$ cat config.mk
export PLATFORM = sky130hd
export DESIGN_NAME = prng_rotation_stream_cipher_unit
export DESIGN_NICKNAME = d
export VERILOG_FILES = /design/src/rtl/prc_pkg.sv /design/src/rtl/prng_rotation_stream_cipher_unit.sv /design/src/rtl/prc_keygen.sv /design/src/rtl/prc_rotate.sv
export SDC_FILE = /design/constraint.sdc
export NUM_CORES = 1
export LEC_CHECK = 0
export ABC_AREA = 1
export BUFFER_PORTS_ARGS = -buffer_cell sky130_fd_sc_hd__buf_2
export CELL_PAD_IN_SITES_DETAIL_PLACEMENT = 0
export CELL_PAD_IN_SITES_GLOBAL_PLACEMENT = 1
export CORE_UTILIZATION = 51
export DETAILED_ROUTE_END_ITERATION = 10
export PLACE_DENSITY_LB_ADDON = 0.05
export SLEW_MARGIN = 0
export SYNTH_ARGS = -nofsm -noshare
export SYNTH_HDL_FRONTEND = slang
export SYNTH_SLANG_ARGS = --single-unit
$ cat constraint.sdc
create_clock -name i_clk -period 10.8 [get_ports i_clk]
set_clock_uncertainty 0.1 [all_clocks]
set_input_delay 2.16 -clock i_clk [delete_from_list [all_inputs] [get_ports i_clk]]
set_output_delay 2.16 -clock i_clk [all_outputs]
set_load 0.01 [all_outputs]
$ cat src/rtl/prc_pkg.sv
// ----------------------------------------------------------------------------
// prc_pkg
// Shared types and constants for the rotation stream cipher unit.
// ----------------------------------------------------------------------------
package prc_pkg;

    localparam int CHAR_W      = 8;
    localparam int SEED_W      = 16;
    localparam int GEN_W       = 17;
    localparam int CFG_IDX_W   = 2;
    localparam int CFG_DATA_W  = 16;
    localparam int POS_W       = 7;

    localparam logic [GEN_W-1:0]  GEN_RESET  = 17'd1;
    localparam logic [7:0]        MULTIPLIER = 8'd75;
    localparam logic [17:0]       MODULUS    = 18'd65537;
    localparam logic [POS_W-1:0]  RING_SIZE  = 7'd96;
    localparam logic [CHAR_W-1:0] RING_BASE  = 8'd32;
    localparam logic [CHAR_W-1:0] RING_TOP   = 8'd127;

    typedef enum logic [CFG_IDX_W-1:0] {
        REG_KEY_SEED     = 2'd0,
        REG_DECRYPT_MODE = 2'd1
    } t_reg_idx;

    typedef struct packed {
        logic              load;
        logic              step;
        logic [SEED_W-1:0] seed;
    } t_gen_ctrl;

endpackage

$ cat src/rtl/prng_rotation_stream_cipher_unit.sv
// ----------------------------------------------------------------------------
// prng_rotation_stream_cipher_unit
// Byte stream cipher: Lehmer key stream, rotation within the printable ring.
// ----------------------------------------------------------------------------
//  channel  | signals                               | direction
//  ---------+---------------------------------------+----------
//  input    | i_valid, o_stall, i_char_in           | in
//  output   | o_valid, i_stall, o_char_out          | out
//  config   | i_cfg_we, i_cfg_index, i_cfg_data     | in
//
//  one beat per cycle unless stalled; input stage, then output register
//  the generator step (constant multiply and fold) sits in the input stage,
//  the mod 96 and ring rotation feed the output register
//  each stage holds under stall, so the input side keeps taking beats while
//  a result waits as long as the first stage is free
//  synchronous active-low reset: seed 1, encrypt mode, both stages empty
// ----------------------------------------------------------------------------
module prng_rotation_stream_cipher_unit (
    input  logic                             i_clk,
    input  logic                             i_rst_n,
    input  logic                             i_valid,
    output logic                             o_stall,
    input  logic [prc_pkg::CHAR_W-1:0]       i_char_in,
    output logic                             o_valid,
    input  logic                             i_stall,
    output logic [prc_pkg::CHAR_W-1:0]       o_char_out,
    input  logic                             i_cfg_we,
    input  logic [prc_pkg::CFG_IDX_W-1:0]    i_cfg_index,
    input  logic [prc_pkg::CFG_DATA_W-1:0]   i_cfg_data
);
    import prc_pkg::*;

    logic              r_decrypt_mode;
    logic              r_s1_valid;
    logic [CHAR_W-1:0] r_s1_char;
    logic [GEN_W-1:0]  r_s1_key;
    logic              r_out_valid;
    logic [CHAR_W-1:0] r_out_char;

    logic              w_s2_ready;
    logic              w_in_acc;
    logic              w_s1_move;
    t_gen_ctrl         w_gen_ctrl;
    logic [GEN_W-1:0]  w_next_key;
    logic [CHAR_W-1:0] w_rot_char;

    assign w_s2_ready = !r_out_valid || !i_stall;
    assign o_stall    = r_s1_valid && !w_s2_ready;
    assign w_in_acc   = i_valid && !o_stall;
    assign w_s1_move  = r_s1_valid && w_s2_ready;

    assign w_gen_ctrl.load = i_cfg_we && (i_cfg_index == REG_KEY_SEED);
    assign w_gen_ctrl.step = w_in_acc;
    assign w_gen_ctrl.seed = i_cfg_data[SEED_W-1:0];

    prc_keygen u_keygen (
        .i_clk   (i_clk),
        .i_rst_n (i_rst_n),
        .i_ctrl  (w_gen_ctrl),
        .o_key   (w_next_key)
    );

    prc_rotate u_rotate (
        .i_char     (r_s1_char),
        .i_key      (r_s1_key),
        .i_backward (r_decrypt_mode),
        .o_char     (w_rot_char)
    );

    always_ff @(posedge i_clk) begin
        if (!i_rst_n) begin
            r_decrypt_mode <= 1'b0;
            r_s1_valid     <= 1'b0;
            r_out_valid    <= 1'b0;
        end else begin
            if (i_cfg_we && (i_cfg_index == REG_DECRYPT_MODE)) begin
                r_decrypt_mode <= i_cfg_data[0];
            end
            if (w_in_acc) begin
                r_s1_valid <= 1'b1;
            end else if (w_s1_move) begin
                r_s1_valid <= 1'b0;
            end
            if (w_s1_move) begin
                r_out_valid <= 1'b1;
            end else if (!i_stall) begin
                r_out_valid <= 1'b0;
            end
        end
    end

    // payload registers, no reset
    always_ff @(posedge i_clk) begin
        if (w_in_acc) begin
            r_s1_char <= i_char_in;
            r_s1_key  <= w_next_key;
        end
        if (w_s1_move) begin
            r_out_char <= w_rot_char;
        end
    end

    assign o_valid    = r_out_valid;
    assign o_char_out = r_out_char;

endmodule

$ cat src/rtl/prc_keygen.sv
// ----------------------------------------------------------------------------
// prc_keygen
// Lehmer generator modulo 65537, multiplier 75; one step per accepted beat.
// ----------------------------------------------------------------------------
module prc_keygen (
    input  logic                          i_clk,
    input  logic                          i_rst_n,
    input  prc_pkg::t_gen_ctrl            i_ctrl,
    output logic [prc_pkg::GEN_W-1:0]     o_key
);
    import prc_pkg::*;

    logic [GEN_W-1:0] r_gen;
    logic [GEN_W-1:0] n_gen;
    logic [23:0]      w_prod;
    logic [17:0]      w_lo;
    logic [17:0]      w_hi;
    logic [17:0]      w_red;

    // 75*x fits in 23 bits for x up to 65536
    assign w_prod = {7'd0, r_gen} * {16'd0, MULTIPLIER};
    assign w_lo   = {2'd0, w_prod[15:0]};
    assign w_hi   = {10'd0, w_prod[23:16]};

    // 2^16 == -1 mod 65537, so fold high part by subtraction
    always_comb begin
        if (w_lo >= w_hi) begin
            w_red = w_lo - w_hi;
        end else begin
            w_red = w_lo + MODULUS - w_hi;
        end
    end

    assign o_key = w_red[GEN_W-1:0];

    always_comb begin
        n_gen = r_gen;
        if (i_ctrl.load) begin
            n_gen = {1'b0, i_ctrl.seed};
        end else if (i_ctrl.step) begin
            n_gen = o_key;
        end
    end

    always_ff @(posedge i_clk) begin
        if (!i_rst_n) begin
            r_gen <= GEN_RESET;
        end else begin
            r_gen <= n_gen;
        end
    end

endmodule

$ cat src/rtl/prc_rotate.sv
// ----------------------------------------------------------------------------
// prc_rotate
// Rotates a printable byte within the 96-symbol ring by key mod 96, forward or
// backward; bytes outside the ring pass unchanged.
module prc_rotate (
    input  logic [prc_pkg::CHAR_W-1:0] i_char,
    input  logic [prc_pkg::GEN_W-1:0]  i_key,
    input  logic                       i_backward,
    output logic [prc_pkg::CHAR_W-1:0] o_char
);
    import prc_pkg::*;

    logic [4:0]       w_dsum;
    logic [2:0]       w_fold1;
    logic [2:0]       w_fold2;
    logic [1:0]       w_mod3;
    logic [POS_W-1:0] w_shift;
    logic [POS_W-1:0] w_pos;
    logic [POS_W:0]   w_fwd;
    logic [POS_W-1:0] w_res;
    logic             w_in_ring;

    function automatic logic [POS_W-1:0] w_char_off(input logic [CHAR_W-1:0] c);
        logic [CHAR_W-1:0] d;
        d = c - RING_BASE;
        return d[POS_W-1:0];
    endfunction

    // key mod 96 = ((key >> 5) mod 3) * 32 + key[4:0]
    // base-4 digits of key >> 5 summed, then folded, give the mod 3 value
    assign w_dsum = {3'd0, i_key[6:5]}   + {3'd0, i_key[8:7]}
                  + {3'd0, i_key[10:9]}  + {3'd0, i_key[12:11]}
                  + {3'd0, i_key[14:13]} + {3'd0, i_key[16:15]};
    assign w_fold1 = {2'd0, w_dsum[4]} + {1'b0, w_dsum[3:2]} + {1'b0, w_dsum[1:0]};
    assign w_fold2 = {2'd0, w_fold1[2]} + {1'b0, w_fold1[1:0]};

    always_comb begin
        case (w_fold2)
            3'd3:    w_mod3 = 2'd0;
            3'd4:    w_mod3 = 2'd1;
            default: w_mod3 = w_fold2[1:0];
        endcase
    end

    assign w_shift   = {w_mod3, i_key[4:0]};
    assign w_in_ring = (i_char >= RING_BASE) && (i_char <= RING_TOP);
    assign w_pos     = w_char_off(i_char);
    assign w_fwd     = {1'b0, w_pos} + {1'b0, w_shift};

    always_comb begin
        if (i_backward) begin
            if (w_pos >= w_shift) begin
                w_res = w_pos - w_shift;
            end else begin
                w_res = w_pos + RING_SIZE - w_shift;
            end
        end else begin
            if (w_fwd >= {1'b0, RING_SIZE}) begin
                w_res = w_fwd[POS_W-1:0] - RING_SIZE;
            end else begin
                w_res = w_fwd[POS_W-1:0];
            end
        end
    end

    assign o_char = w_in_ring ? ({1'b0, w_res} + RING_BASE) : i_char;

endmodule

### After elaboration in Yosys (flattened, before gate mapping)

Index checks and enable logic that the tools add are counted.

* register bits: 53
* input port bits: 31
* output and inout port bits: 10

* add/sub/neg operators: 18
* multiply operators: 1
* $lt $le $gt $ge: 5
* eq/ne operators: 4
* multiplexer cells: 12
* bitwise gates (word level): 1
* reductions and logical operators: 15

Operators by type and width (number)
* $mux 16: 2
* $mul 17x7->24 const B: 1
* $mux 7: 3
* $add 5x2->5: 4
* $add 16x17->17 const B: 1
* $mux 17: 1
* $sub 16x8->17: 1
* $sub 17x8->17: 1
* $ge 16x8->1: 1
* $sub 7x7->7: 2
* $add 7x6->8 const B: 1
* $add 7x7->8: 1
* $ge 8x6->1 const B: 1
* $ge 8x7->1 const B: 1
* $le 8x7->1 const B: 1
* $mux 8: 1
* $add 7x7->7 const B: 1
* $ge 7x7->1: 1
* $sub 7x6->7 const B: 1
* $sub 7x7->7 const B: 1
* $add 1x2->3: 2
* $logic_and 1x1->1: 6
* $logic_not 1->1: 4
* $mux 1: 4
* other kinds (12): 13

### Longest topological paths before layout

* depth in word-level cells: 16
* depth in mapped cells: 34
* mapped depth without buffers: 34

### Hierarchy

A second synthesis with hierarchy kept.

* cells, all modules: 973
* area, all modules: 7470.9 µm²

By module, submodules not included
* prc_keygen: times used 1, cells an instance 682, area an instance 4749.6 µm², sequential area each 340.3 µm²
* prc_rotate: times used 1, cells an instance 234, area an instance 1576.5 µm², sequential area each 0.0 µm²
* prng_rotation_stream_cipher_unit: times used 1, cells an instance 57, area an instance 1144.8 µm², sequential area each 1051.0 µm²

### Worst setup path after synthesis

Ideal clock, no wire load.

* path kind: reg-to-reg
* start: register r_s1_key[5]
* end: register r_out_char[6], in the netlist o_char_out[6], data pin
* library setup time: 0.253 ns
* data arrival time: 5.821 ns
* required time: 10.447 ns
* setup slack: 4.627 ns
* cell stages (with the launch flop): 31
* path buffers: 1
* period minus slack after synthesis: 6.173 ns
* cell sequence: edfxtp_1 ha_1 inv_1 fa_1 fa_1 inv_1 fa_1 fa_1 nand2_1 inv_1 o21ai_0 fa_1 inv_1 fa_1 ha_1 ha_1 inv_1 a21oi_1 a21oi_1 ha_1 clkbuf_1 a21oi_1 nand3_1 xor2_1 o21ai_0 nand2_1 nand2_1 nand2_1 ha_1 nand2_1 nand2_1

* longest elaborated chain between the ends: 16
* elaborated cells on any way between the ends: 22

RTL lines
* from (decl): RTL line prng_rotation_stream_cipher_unit.sv:36 `logic [GEN_W-1:0] r_s1_key;`
* from (signal assigned): RTL line prng_rotation_stream_cipher_unit.sv:96 `r_s1_key <= w_next_key;`
* $add 2x2->3 *: RTL line prc_rotate.sv:31 `assign w_dsum = {3'd0, i_key[6:5]} + {3'd0, i_key[8:7]}`
* $add 5x2->5 * (2 in series): RTL line prc_rotate.sv:32 `+ {3'd0, i_key[10:9]} + {3'd0, i_key[12:11]}`
* $add 5x2->5 * (2 in series): RTL line prc_rotate.sv:33 `+ {3'd0, i_key[14:13]} + {3'd0, i_key[16:15]};`
* $add 1x2->3: RTL line prc_rotate.sv:34 `assign w_fold1 = {2'd0, w_dsum[4]} + {1'b0, w_dsum[3:2]} + {1'b0, w_dsum[1:0]};`
* $add 3x2->3 *: RTL line prc_rotate.sv:34
* $add 1x2->3 *: RTL line prc_rotate.sv:35 `assign w_fold2 = {2'd0, w_fold1[2]} + {1'b0, w_fold1[1:0]};`
* $eq 3x3->1 / $eq 3x2->1 (equally long branches): RTL line prc_rotate.sv:38 `case (w_fold2)`
* $pmux 2 s2 *: RTL line prc_rotate.sv:38
* $add 7x7->8: RTL line prc_rotate.sv:48 `assign w_fwd = {1'b0, w_pos} + {1'b0, w_shift};`
* $sub 7x7->7 / $ge 8x7->1 (equally long branches): RTL line prc_rotate.sv:59, prc_rotate.sv:58
* $mux 7: RTL line prc_rotate.sv:58 `if (w_fwd >= {1'b0, RING_SIZE}) begin`
* $mux 7 *: RTL line prc_rotate.sv:51 `if (i_backward) begin`
* $add 7x6->8 *: RTL line prc_rotate.sv:66 `assign o_char = w_in_ring ? ({1'b0, w_res} + RING_BASE) : i_char;`
* $mux 8 *: RTL line prc_rotate.sv:66
* named net u_rotate.o_char, one bit: RTL line prc_rotate.sv:9 `output logic [prc_pkg::CHAR_W-1:0] o_char`
* to (signal assigned): RTL line prng_rotation_stream_cipher_unit.sv:99 `r_out_char <= w_rot_char;`
* to (decl): RTL line prng_rotation_stream_cipher_unit.sv:38 `logic [CHAR_W-1:0] r_out_char;`

Mark *: on every way through the listed nets, which the timed path passes. The rest lies on a longest branch.
A chain may end at the register's enable or synchronous reset.

### Worst setup path after layout

* start: register u_keygen.r_gen[4]
* end: register u_keygen.r_gen[7]

* longest elaborated chain between the ends: 6
* elaborated cells on any way between the ends: 8

RTL lines
* from (decl): RTL line prc_keygen.sv:13 `logic [GEN_W-1:0] r_gen;`
* from (signal assigned): RTL line prc_keygen.sv:49 `r_gen <= n_gen;`
* $mul 17x7->24 *: RTL line prc_keygen.sv:21 `assign w_prod = {7'd0, r_gen} * {16'd0, MULTIPLIER};`
* $add 16x17->17: RTL line prc_keygen.sv:30 `w_red = w_lo + MODULUS - w_hi;`
* $sub 17x8->17: RTL line prc_keygen.sv:30
* $mux 17 *: RTL line prc_keygen.sv:27 `if (w_lo >= w_hi) begin`
* named net u_keygen.o_key, one bit: RTL line prc_keygen.sv:9 `output logic [prc_pkg::GEN_W-1:0] o_key`
* $mux 16 *: RTL line prc_keygen.sv:40 `end else if (i_ctrl.step) begin`
* $mux 16 *: RTL line prc_keygen.sv:38 `if (i_ctrl.load) begin`

Mark *: on every way through the listed nets, which the timed path passes. The rest lies on a longest branch. The select of a mux whose other input is x is not followed.

==> metrics.txt <==
share of cells above drive strength 1 8.40%; synthesized area divided by synthesized cell count 7.49 um^2; Clk pin slew, worst setup/hold paths 80 ps; final-layout setup total negative slack 0 ps; count of pins over their slew limit 0; diode count 0; class of the most critical setup path flip-flop to flip-flop; initial antenna violation count 0; maximum number of pins on one net before global-route repair 28; Max Fclk 151 MHz; area of the mapped netlist 0.00781 mm^2; maximum number of buffers from clock root to sink 2; Post-CTS Setup Repair Bufs 0; crit path time final 6610 ps; number of gates resized after CTS 0; DR vias/cell around 5.2; via count of the first global-routing pass 6628; Mapped Cells 1043; crit path DAT 6730 ps; nature of the critical path endpoint flip-flop; run status complete, no violations; TritonCTS sink count 53; synthesized net count 1245; setup violators final 0; cell at the root of the clock tree clkbuf_16; overall track demand over capacity in global routing between 20% and 30%; # nets final 1284; final worst-path cycle share around 60%; Max FO, Critical Path 7; sequential-to-total area share from yosys stat 17.8%; setup repair after global routing missed its margin no; placeable core area roughly 0.015 mm^2; number of hold violations in the final report 0; H-tree depth 2; final HPWL from detailed placement 17600 um; count of maximum capacitance violations 0; die extent in y 126 um; count of nets left with antenna violations after detail routing 0; Site Rows 44; horizontal die dimension 126 um; total number of vias 6627; Worst Max-Slew Pin Slew around 1100 ps; Ys Warns 0; post-synthesis sequential element count 53; residual DRC count 0; Area growth syn-to-layout 6.81%; Inserted Clock Buffers 5; Filler Cell Count 1482; TritonCTS clock tree built; total gr overflow 0; clock latency on the worst-skew pair 310 ps; post-cts hold buffer count 0; die area roughly 0.016 mm^2; Ports 41; effective utilization at floorplan between 50% and 60%; total iterations of the first detailed-routing run 5; Rel. slew slack 28.2%; first-pass GRT wire length 33300 um; required time reported for the critical path endpoint 10920 ps; drt first-iter violations around 310; Avg WL per Cell 15.9 um; kind of start point of the critical path flip-flop; global placement routability congestion 0.946; count of distinct cell types in the synthesized netlist 48; IO Port Bufs 40; wire length after detailed routing a little over 20000 um; classification of the worst-slack hold path flip-flop to flip-flop
==> layout make-up <==
class	count	area, um^2	share of cell area, %
Clock buffer	5	125	1.50
Clock inverter	3	23.8	0.285
Inverter	249	935	11.2
Multi-Input combinational cell	731	5420	65.0
Sequential cell	53	1390	16.7
Tap cell	184	230	2.76
Timing Repair Buffer	42	215	2.58
==> routing by layer <==
layer  wire length, um  GRT usage [%]
met4               478           7.44
met2              9940           48.0
met5                 0              0
met3               622           2.38
met1              9140           35.1
==> registers in the layout, summed over array words and instances, names as in the netlist <==
register / cells
r_s1_valid: 1
u_keygen.r_gen: 17
o_char_out: 8
r_s1_char: 8
r_decrypt_mode: 1
r_s1_key: 17
o_valid: 1
==> through the flow <==
stage	instances	worst slack (ps)	util, %	hold WS (ps)	area, um^2
after floorplan	1043	4630	-	357	7810
after global placement	1259	4230	55.5	377	8190
after detailed placement	1259	4220	55.5	378	8190
after CTS	1267	4200	56.5	389	8340
after global routing	1267	3690	56.5	442	8340
final	1267	4190	56.5	389	8340
==> synthesized netlist by cell type, drive strengths merged <==
cell type / count / area [um^2]
o21bai: 2 / 15.0
or2: 1 / 6.26
nand3b: 5 / 37.5
fa: 48 / 961
a21oi: 63 / 334
o22ai: 1 / 6.26
clkbuf: 7 / 26.3
nand2b: 1 / 6.26
o21a: 2 / 15.0
nor4: 1 / 6.26
o211ai: 6 / 45.0
o21ai: 36 / 206
nand3: 74 / 398
o31ai: 3 / 22.5
nand2: 226 / 911
a21boi: 2 / 15.0
buf: 3 / 36.3
xor2: 30 / 270
nor3: 7 / 35.0
a22o: 12 / 105
nor2: 51 / 220
nand4: 13 / 87.6
clkinv: 1 / 3.75
a21o: 3 / 22.5
a31oi: 5 / 31.3
xnor2: 9 / 78.8
inv: 248 / 931
dfxtp: 20 / 400
a211oi: 1 / 7.51
edfxtp: 33 / 991
and2: 6 / 37.5
ha: 123 / 1540
==> kinds of logic (layout without fill, tap and decap cells) <==
logic type      after synthesis  after routing  synth area share, %
compound gates              136            136                 10.6
simple gates                385            385                 22.4
xor+xnor                     39             39                 4.47
fa+ha+maj                   171            171                 32.0
flops                        53             53                 17.8
buf+inv                     259            299                 12.8
==> final timing paths <==
| path | end | cells after the start | slack, ps | startpoint |
|---|---|---|---|---|
| worst max-delay path | u_keygen.r_gen[7] | 27 | 4190 | u_keygen.r_gen[4] |
| worst min-delay path | o_valid | 2 | 390 | r_s1_valid |
| worst max register to register | u_keygen.r_gen[7] | 27 | 4190 | u_keygen.r_gen[4] |
| worst min register to register | o_valid | 2 | 390 | r_s1_valid |
==> placed cells by master (no fill, tap or decap), types with 28 or more instances in the layout <==
cell type | synthesis | final
inv_1 | 247 | 247
ha_1 | 123 | 123
fa_1 | 48 | 48
nor2_1 | 47 | 47
nand3_1 | 70 | 70
a21oi_1 | 60 | 60
edfxtp_1 | 33 | 33
nand2_1 | 207 | 207
buf_2 | 1 | 40
o21ai_0 | 28 | 28
xor2_1 | 29 | 29
==> worst max-delay path, stage by stage, from the launching register on <==
cell      delay, ps
dfxtp_1         460
ha_1            280
ha_1            270
inv_1            50
fa_1            510
fa_1            530
inv_1            70
ha_1            420
a21oi_4         230
nor2_1           60
nor2_1          180
nand2_1         100
nand2_1          90
nand2_1          80
a21boi_0        270
o21ai_0         190
xnor2_1         170
ha_1            430
inv_1           110
fa_1            480
o31ai_1         490
nand2_1         110
nand2_1         120
xor2_1          180
nand2_2          70
o21ai_2         110
nand2_1         150
a21oi_1         180
Power is left out: the tool's default activity adds up to more than one toggle a clock period on the data nets, which glitch-free logic cannot reach.
